[config.mk]
export PLATFORM = sky130hd
export DESIGN_NAME = gpio_port_with_pin_sense
export DESIGN_NICKNAME = d
export VERILOG_FILES = /design/src/design/gps_pkg.sv /design/src/design/gps_decode.sv /design/src/design/gps_regs.sv /design/src/design/gpio_port_with_pin_sense.sv
export SDC_FILE = /design/constraint.sdc
export NUM_CORES = 1
export LEC_CHECK = 0
export BUFFER_PORTS_ARGS = -buffer_cell sky130_fd_sc_hd__buf_2
export CORE_UTILIZATION = 45
export DETAILED_ROUTE_END_ITERATION = 12
export PLACE_DENSITY = 0.66
export SYNTH_ARGS = -nofsm -noshare
export SYNTH_HDL_FRONTEND = slang
export SYNTH_SLANG_ARGS = --single-unit
[constraint.sdc]
create_clock -name clk -period 3.2 [get_ports clk]
set_input_delay 0.16 -clock clk [delete_from_list [all_inputs] [get_ports clk]]
set_output_delay 0.16 -clock clk [all_outputs]
set_load 0.1 [all_outputs]
[src/design/gps_pkg.sv]
// ----------------------------------------------------------------------------
// gps_pkg
// Shared types and constants of the 8-pin GPIO port with pin sensing.
// ----------------------------------------------------------------------------
package gps_pkg;

    // Bus register offsets
    localparam logic [15:0] OFS_DIRTGL   = 16'h0003;
    localparam logic [15:0] OFS_OUTTGL   = 16'h0007;
    localparam logic [15:0] OFS_IN       = 16'h0008;
    localparam logic [15:0] OFS_FLAGS    = 16'h0009;
    localparam logic [15:0] OFS_PORTCTRL = 16'h000A;
    localparam logic [15:0] OFS_PIN0     = 16'h0010;
    localparam logic [15:0] OFS_PIN7     = 16'h0017;

    // Reset value of the base address register
    localparam logic [15:0] BASE_RESET = 16'h0400;

    // Transaction opcodes
    localparam logic [1:0] OP_READ  = 2'd0;
    localparam logic [1:0] OP_WRITE = 2'd1;
    localparam logic [1:0] OP_PIN   = 2'd2;

    // Pin control fields
    localparam int unsigned PULLUP_BIT = 3;
    localparam logic [2:0] SENSE_BOTH    = 3'd1;
    localparam logic [2:0] SENSE_RISING  = 3'd2;
    localparam logic [2:0] SENSE_FALLING = 3'd3;
    localparam logic [2:0] SENSE_LOW     = 3'd5;

    // Register selected by a bus offset
    typedef enum logic [3:0] {
        SEL_DIR,
        SEL_DIRSET,
        SEL_DIRCLR,
        SEL_DIRTGL,
        SEL_OUT,
        SEL_OUTSET,
        SEL_OUTCLR,
        SEL_OUTTGL,
        SEL_IN,
        SEL_FLAGS,
        SEL_PORTCTRL,
        SEL_PINCTRL,
        SEL_NONE
    } reg_sel_t;

    typedef struct packed {
        reg_sel_t   sel;
        logic [2:0] pin;
    } dec_t;

    typedef struct packed {
        logic [1:0]  opcode;
        logic [15:0] bus_address;
        logic [7:0]  write_data;
        logic [2:0]  pin_index;
        logic        pin_level;
    } in_item_t;

    typedef struct packed {
        logic [7:0] read_data;
        logic [7:0] drive_value;
        logic [7:0] direction_mask;
        logic [7:0] pullup_mask;
        logic       irq;
        logic       access_error;
    } out_item_t;

endpackage

[src/design/gps_decode.sv]
// ----------------------------------------------------------------------------
// gps_decode
// Maps a bus address to a port register, relative to the base address.
// ----------------------------------------------------------------------------
module gps_decode (
    input  logic [15:0]   base_address,
    input  logic [15:0]   bus_address,
    output gps_pkg::dec_t dec
);

    logic [15:0] ofs;

    // Offset wraps modulo 2^16
    assign ofs = bus_address - base_address;

    always_comb
    begin
        dec.pin = ofs[2:0];
        if (ofs <= gps_pkg::OFS_DIRTGL)
        begin
            case (ofs[1:0])
                2'd0:    dec.sel = gps_pkg::SEL_DIR;
                2'd1:    dec.sel = gps_pkg::SEL_DIRSET;
                2'd2:    dec.sel = gps_pkg::SEL_DIRCLR;
                default: dec.sel = gps_pkg::SEL_DIRTGL;
            endcase
        end
        else if (ofs <= gps_pkg::OFS_OUTTGL)
        begin
            case (ofs[1:0])
                2'd0:    dec.sel = gps_pkg::SEL_OUT;
                2'd1:    dec.sel = gps_pkg::SEL_OUTSET;
                2'd2:    dec.sel = gps_pkg::SEL_OUTCLR;
                default: dec.sel = gps_pkg::SEL_OUTTGL;
            endcase
        end
        else if (ofs == gps_pkg::OFS_IN)
            dec.sel = gps_pkg::SEL_IN;
        else if (ofs == gps_pkg::OFS_FLAGS)
            dec.sel = gps_pkg::SEL_FLAGS;
        else if (ofs == gps_pkg::OFS_PORTCTRL)
            dec.sel = gps_pkg::SEL_PORTCTRL;
        else if (ofs >= gps_pkg::OFS_PIN0 && ofs <= gps_pkg::OFS_PIN7)
            dec.sel = gps_pkg::SEL_PINCTRL;
        else
            dec.sel = gps_pkg::SEL_NONE;
    end

endmodule

[src/design/gps_regs.sv]
// ----------------------------------------------------------------------------
// gps_regs
// Port register file: bus reads and writes, pin change sensing, result.
// ----------------------------------------------------------------------------
module gps_regs (
    input  logic               clk,
    input  logic               rst_n,
    input  logic               fire,
    input  gps_pkg::in_item_t  item,
    input  gps_pkg::dec_t      dec,
    output gps_pkg::out_item_t result
);

    logic [7:0] direction_reg, direction_next;
    logic [7:0] output_reg, output_next;
    logic [7:0] input_reg, input_next;
    logic [7:0] flag_reg, flag_next;
    logic [7:0] port_control_reg, port_control_next;
    logic [7:0] pin_control_reg [8];
    logic [7:0] pin_control_next [8];

    logic       is_read;
    logic       is_write;
    logic       is_pin;
    logic       mapped;
    logic [7:0] rd_value;
    logic [7:0] wd;
    logic [7:0] pin_bit;
    logic [2:0] sense;
    logic       changed;
    logic       hit;
    logic [7:0] pullups;

    assign is_read  = item.opcode == gps_pkg::OP_READ;
    assign is_write = item.opcode == gps_pkg::OP_WRITE;
    assign is_pin   = item.opcode == gps_pkg::OP_PIN;
    assign mapped   = dec.sel != gps_pkg::SEL_NONE;
    assign wd       = item.write_data;
    assign pin_bit  = 8'd1 << item.pin_index;

    // Read mux; aliases read back the base register
    always_comb
    begin
        case (dec.sel)
            gps_pkg::SEL_DIR, gps_pkg::SEL_DIRSET,
            gps_pkg::SEL_DIRCLR, gps_pkg::SEL_DIRTGL: rd_value = direction_reg;
            gps_pkg::SEL_OUT, gps_pkg::SEL_OUTSET,
            gps_pkg::SEL_OUTCLR, gps_pkg::SEL_OUTTGL: rd_value = output_reg;
            gps_pkg::SEL_IN:       rd_value = input_reg;
            gps_pkg::SEL_FLAGS:    rd_value = flag_reg;
            gps_pkg::SEL_PORTCTRL: rd_value = port_control_reg;
            gps_pkg::SEL_PINCTRL:  rd_value = pin_control_reg[dec.pin];
            default:               rd_value = 8'd0;
        endcase
    end

    // Pin change detection and sense decode
    assign changed = input_reg[item.pin_index] != item.pin_level;
    assign sense   = pin_control_reg[item.pin_index][2:0];

    always_comb
    begin
        case (sense)
            gps_pkg::SENSE_BOTH:    hit = 1'b1;
            gps_pkg::SENSE_RISING:  hit = item.pin_level;
            gps_pkg::SENSE_FALLING: hit = !item.pin_level;
            gps_pkg::SENSE_LOW:     hit = !item.pin_level;
            default:                hit = 1'b0;
        endcase
    end

    // Next state of every register
    always_comb
    begin
        direction_next    = direction_reg;
        output_next       = output_reg;
        input_next        = input_reg;
        flag_next         = flag_reg;
        port_control_next = port_control_reg;
        for (int i = 0; i < 8; i++)
            pin_control_next[i] = pin_control_reg[i];

        if (is_write)
        begin
            case (dec.sel)
                gps_pkg::SEL_DIR:      direction_next = wd;
                gps_pkg::SEL_DIRSET:   direction_next = direction_reg | wd;
                gps_pkg::SEL_DIRCLR:   direction_next = direction_reg & ~wd;
                gps_pkg::SEL_DIRTGL:   direction_next = direction_reg ^ wd;
                gps_pkg::SEL_OUT:      output_next = wd;
                gps_pkg::SEL_OUTSET:   output_next = output_reg | wd;
                gps_pkg::SEL_OUTCLR:   output_next = output_reg & ~wd;
                gps_pkg::SEL_OUTTGL:   output_next = output_reg ^ wd;
                gps_pkg::SEL_IN:       input_next = wd;
                gps_pkg::SEL_FLAGS:    flag_next = flag_reg & ~wd;
                gps_pkg::SEL_PORTCTRL: port_control_next = wd;
                gps_pkg::SEL_PINCTRL:  pin_control_next[dec.pin] = wd;
                default:               ;
            endcase
        end
        else if (is_pin && changed)
        begin
            input_next = item.pin_level ? (input_reg | pin_bit) : (input_reg & ~pin_bit);
            if (hit)
                flag_next = flag_reg | pin_bit;
        end
    end

    // State registers
    always_ff @(posedge clk or negedge rst_n)
    begin
        if (!rst_n)
        begin
            direction_reg    <= 8'd0;
            output_reg       <= 8'd0;
            input_reg        <= 8'd0;
            flag_reg         <= 8'd0;
            port_control_reg <= 8'd0;
            for (int i = 0; i < 8; i++)
                pin_control_reg[i] <= 8'd0;
        end
        else if (fire)
        begin
            direction_reg    <= direction_next;
            output_reg       <= output_next;
            input_reg        <= input_next;
            flag_reg         <= flag_next;
            port_control_reg <= port_control_next;
            for (int i = 0; i < 8; i++)
                pin_control_reg[i] <= pin_control_next[i];
        end
    end

    // Pull-up enables from the updated pin controls
    always_comb
    begin
        for (int i = 0; i < 8; i++)
            pullups[i] = pin_control_next[i][gps_pkg::PULLUP_BIT];
    end

    // Result of this transaction
    always_comb
    begin
        result.read_data      = (is_read && mapped) ? rd_value : 8'd0;
        result.drive_value    = output_next;
        result.direction_mask = direction_next;
        result.pullup_mask    = pullups;
        result.irq            = flag_next != 8'd0;
        result.access_error   = (is_read || is_write) && !mapped;
    end

    // A pin event never clears a flag
    a_pin_keeps_flags: assert property (@(posedge clk) disable iff (!rst_n)
        fire && is_pin |=> (flag_reg & $past(flag_reg)) == $past(flag_reg))
        else $error("pin event cleared an interrupt flag");

    // A pin event changes at most one input bit
    a_pin_one_bit: assert property (@(posedge clk) disable iff (!rst_n)
        fire && is_pin |=> $countones(input_reg ^ $past(input_reg)) <= 1)
        else $error("pin event changed more than one input bit");

    // State holds when no transaction is taken
    a_hold_idle: assert property (@(posedge clk) disable iff (!rst_n)
        !fire |=> $stable(direction_reg) && $stable(output_reg) && $stable(flag_reg)
                  && $stable(input_reg))
        else $error("port state changed without a transaction");

    // Access errors come only from bus transactions
    a_err_bus_only: assert property (@(posedge clk) disable iff (!rst_n)
        result.access_error |-> (is_read || is_write))
        else $error("access error on a non-bus transaction");

endmodule

[src/design/gpio_port_with_pin_sense.sv]
// ----------------------------------------------------------------------------
// gpio_port_with_pin_sense
// 8-pin I/O port with set/clear/toggle aliases and pin change interrupts.
// ----------------------------------------------------------------------------
//  channel  | signals                        | payload
//  ---------+--------------------------------+----------------------
//  input    | in_valid / in_ready / in_item  | gps_pkg::in_item_t
//  output   | out_valid / out_ready / out_item | gps_pkg::out_item_t
//  config   | cfg_we / cfg_wdata             | base address, 16 bits
//
// One transaction per cycle while the output is not stalled; a transaction passes
// the input register, then the register file update and the result register in one pass.
// Reset clears all port registers and sets the base address to 0x0400.
// A stalled output holds its result; a full input register then holds too, and
// in_ready stays low until the output is taken.
// ----------------------------------------------------------------------------
module gpio_port_with_pin_sense (
    input  logic               clk,
    input  logic               rst_n,
    input  logic               in_valid,
    output logic               in_ready,
    input  gps_pkg::in_item_t  in_item,
    output logic               out_valid,
    input  logic               out_ready,
    output gps_pkg::out_item_t out_item,
    input  logic               cfg_we,
    input  logic [15:0]        cfg_wdata
);

    logic               s1_valid_reg;
    gps_pkg::in_item_t  s1_item_reg;
    logic               out_valid_reg;
    gps_pkg::out_item_t out_item_reg;
    logic [15:0]        base_reg;

    logic               s1_fire;
    gps_pkg::dec_t      dec;
    gps_pkg::out_item_t result;

    // Stage advance whenever the result register is free or being emptied
    assign s1_fire  = s1_valid_reg && (!out_valid_reg || out_ready);
    assign in_ready = !s1_valid_reg || s1_fire;

    // Base address register
    always_ff @(posedge clk or negedge rst_n)
    begin
        if (!rst_n)
            base_reg <= gps_pkg::BASE_RESET;
        else if (cfg_we)
            base_reg <= cfg_wdata;
    end

    // Input register
    always_ff @(posedge clk or negedge rst_n)
    begin
        if (!rst_n)
            s1_valid_reg <= 1'b0;
        else if (in_ready)
            s1_valid_reg <= in_valid;
    end

    always_ff @(posedge clk)
    begin
        if (in_ready && in_valid)
            s1_item_reg <= in_item;
    end

    // Address decode
    gps_decode u_decode (
        .base_address (base_reg),
        .bus_address  (s1_item_reg.bus_address),
        .dec          (dec)
    );

    // Register file
    gps_regs u_regs (
        .clk    (clk),
        .rst_n  (rst_n),
        .fire   (s1_fire),
        .item   (s1_item_reg),
        .dec    (dec),
        .result (result)
    );

    // Result register
    always_ff @(posedge clk or negedge rst_n)
    begin
        if (!rst_n)
            out_valid_reg <= 1'b0;
        else if (s1_fire)
            out_valid_reg <= 1'b1;
        else if (out_ready)
            out_valid_reg <= 1'b0;
    end

    always_ff @(posedge clk)
    begin
        if (s1_fire)
            out_item_reg <= result;
    end

    assign out_valid = out_valid_reg;
    assign out_item  = out_item_reg;

endmodule
==> results by group <==
Synthesis
  – Post-synth EDFFs: 64
  – Netlist cell types: 77
  – Synth Area per Inst: 11.35 um2
  – Mapped Area: 0.01079 mm2
  – Synthesized flop and latch total: 186
  – Ys async rst share: 65.59%
  – Main flop type after synthesis: dfrtp_1
  – Synth warnings: 0
  – Syn Nets: 1050
  – Sequential area share after synthesis: 46.11%
  – Synthesized instance count: 951

Floorplanning
  – Core footprint: 0.02347 mm2
  – Initial Utilization: 45.98%
  – Num ports: 87
  – Die area: 0.02461 mm2
  – Placement Rows: 56
  – Die Y: 156.9 um
  – Die Wd: 156.9 um

Outcome
  – Outcome: finished with violations
  – Failing checks: setup timing

Detailed routing
  – Pre-antenna DRT Iters: 5
  – Drt drc: 0
  – Per-cell routed wire length: 21.39 um
  – Initial DRC Count: 716
  – Antenna-violating nets left: 0
  – DRT Wirelength: 33430 um
  – Via density: 5.927
  – Via count: 9264

Pwr
  – Total power: 7026 uW
  – Leakage: 0.006626 uW
  – PwrDens: 463.3 mW/mm2
  – Largest vdd supply drop: 0.2882 mV

Critical path
  – Critical Path End Type: register
  – CP Data Arrival Time: 3730 ps
  – Flop-to-flop setup slack: -350 ps
  – Crit path kind: reg -> reg
  – Maximum fanout along the worst path: 14
  – CP Launch Type: register
  – CP required: 3380 ps

Clocking
  – Number of H-tree levels: 4
  – Clk_lat worst skew: 450 ps
  – Sink Count: 186
  – Total CTS buffers: 17
  – CTS tree: built
  – CTS root buf: clkbuf_16
  – CTS clock-pin slew for the worst setup and hold paths: 80 ps
  – Clk buf depth: 2

Timing
  – Max Slew Vio Count: 0
  – RSZ-0062 raised after global routing: yes
  – Total Neg Setup Slack: -26570 ps
  – Minimum clock period: 3551 ps
  – Worst Skew: 13.15 ps
  – Fmax: 281.6 MHz
  – Slew @ Worst Pin: 797.3 ps
  – Worst setup margin: -350.7 ps
  – Max-Slew Margin vs Limit: 46.85%
  – Hold Vio Cnt, Final: 0
  – Final setup fails: 130
  – Final Hold Slack: 189.5 ps
  – Crit share post-route: 111.0%

Finish
  – Nets@finish: 1329
  – Share of layout cells above drive strength 1: 43.68%
  – Final non-filler cell total: 1563
  – Max FFs per register: 64
  – Layout area overhead: 40.52%

GRT
  – First-pass GRT wire length: 51010 um
  – Vias in the first global route: 9227
  – Grt ovf: 0
  – Largest net degree at the start of global routing: 59
  – Total GRT Usage: 27.54%
  – Initial antenna violation count: 1

Placement
  – IO buf count: 86
  – DP Wirelength: 21530 um
  – Routability congestion estimate from global placement: 0.9305
  – Post-Place Worst Slack: -336.2 ps
  – Dpl cells: 1445

Run
  – Max-cap violations: 0

Worst hold path
  – Hold Path Class: in -> reg
cell usage after synthesis, types with 10 or more instances:
master | number | area share, %
a22o_1 | 15 | 1.2
nand2_1 | 81 | 2.8
nor2_1 | 27 | 0.94
dfrtp_1 | 121 | 28
mux2_2 | 88 | 9.2
edfxtp_1 | 64 | 18
o31ai_1 | 15 | 1.0
a221oi_1 | 10 | 0.81
mux4_2 | 24 | 5.0
o21ai_0 | 47 | 2.2
clkbuf_1 | 40 | 1.4
a32oi_1 | 16 | 1.3
ha_1 | 47 | 5.4
buf_2 | 16 | 0.74
mux2i_1 | 15 | 1.4
inv_1 | 55 | 1.9
nor4_1 | 10 | 0.58
nand3_1 | 23 | 1.1
and3_1 | 12 | 0.70
nand4_1 | 10 | 0.58
a21oi_1 | 53 | 2.5
cell families after synthesis:
| family | share of synthesized area, % |
|---|---|
| xor gates and xnor gates | 0.8000 |
| DFF | 46.11 |
| adders and majority gates | 5.728 |
| buffers and inverters | 4.255 |
| AOI/OAI and AO/OA | 15.15 |
| and+or+nand+nor | 11.74 |
| muxes | 16.21 |
power by group:
part | leakage (uW) | internal (uW) | switching (uW)
Combinational | 0.00406 | 832 | 1170
Sequential | 0.00225 | 2590 | 105
Clock | 0.000314 | 1150 | 1180
Total | 0.00663 | 4570 | 2450
layout make-up:
cell class	instances	area, um2
fillers	1705	8308
well taps	319	399.1
diodes	1	2.502
clock inverters	14	202.7
multi-input cells	650	6266
flip-flops and latches	186	4976
repair buffers	320	2661
clock buffers	18	450.4
inverters	55	206.4
metal layers:
metal  part of all wire, %  up-vias  track usage, %
met1                    43     4610           36.81
li1                      -     4166               -
met4                   2.7        0           10.08
met3                   6.7       89           5.649
met2                    48      399           44.13
met5                     0        -               0
worst max-delay path, cell delays in order, from the launching register on:
cell       delay (ps)
edfxtp_1          370
inv_1              70
ha_2              190
inv_2              40
fa_2              330
a21o_1            210
o2bb2ai_4         150
o211ai_1          230
a32oi_1           150
xnor2_1           170
nand2_2           120
buf_4             130
buf_8             160
buf_4             160
nor2_4             50
buf_8             140
a32oi_1           470
a21oi_4           120
metrics by stage:
step           util [%]  area, um2
6_report          64.61      15160
3_5_place_dp      54.41      12770
4_1_cts           62.64      14700
2_1_floorplan         -      11000
3_3_place_gp      54.41      12770
5_1_grt           64.61      15160
placed cells by master, fill, tap and decap left out, drive strengths merged, types with 4 or more instances in the layout:
cell         count
clkbuf          18
a31oi            5
inv             65
dlygate4sd3     49
nor4            12
dfrtp          121
nand4           16
mux4            24
nand2b           8
o31ai           15
nand2           81
and2             8
o21ai           49
nor2b            4
a221oi          11
a211oi           4
a32oi           16
and4             6
buf            270
xnor2            5
a21o             6
a22oi            4
o22ai            9
clkinv           4
a221o            4
mux2i           15
edfxtp          64
nor3            10
xor2             4
a21oi           56
nand3           23
mux2            94
nor2            28
o211ai           5
or4              5
a2bb2oi          9
a22o            15
and3            12
ha              47
worst paths after layout:
path	from	end	depth (start not counted)
min in group asynchronous	rst_n	u_regs.output_reg[5]$_DFFE_PN0P_	2
max in group asynchronous	rst_n	base_reg[10]$_DFFE_PN1P_	3
setup / recovery	s1_item_reg[12]$_DFFE_PP_	out_item[30]$_SDFFCE_PN0P_	17
hold / removal	cfg_we	base_reg[14]$_DFFE_PN0P_	3
setup reg to reg	s1_item_reg[12]$_DFFE_PP_	out_item[30]$_SDFFCE_PN0P_	17
hold reg to reg	u_regs.pin_control_reg[4]$_DFFE_PN0P_	u_regs.pin_control_reg[4]$_DFFE_PN0P_	1
what timing repair did:
item | in CTS | in global routing
setup buffers | 28 | 13
cloned | 3 | 0
pin swaps | 44 | 43
hold buffers | 49 | 0
endpoints found under the setup margin | 136 | 138
hold endpoints to repair | 104 | 0
gates resized for setup | 115 | 84
Note: power is estimated with default switching activity, not from simulation.
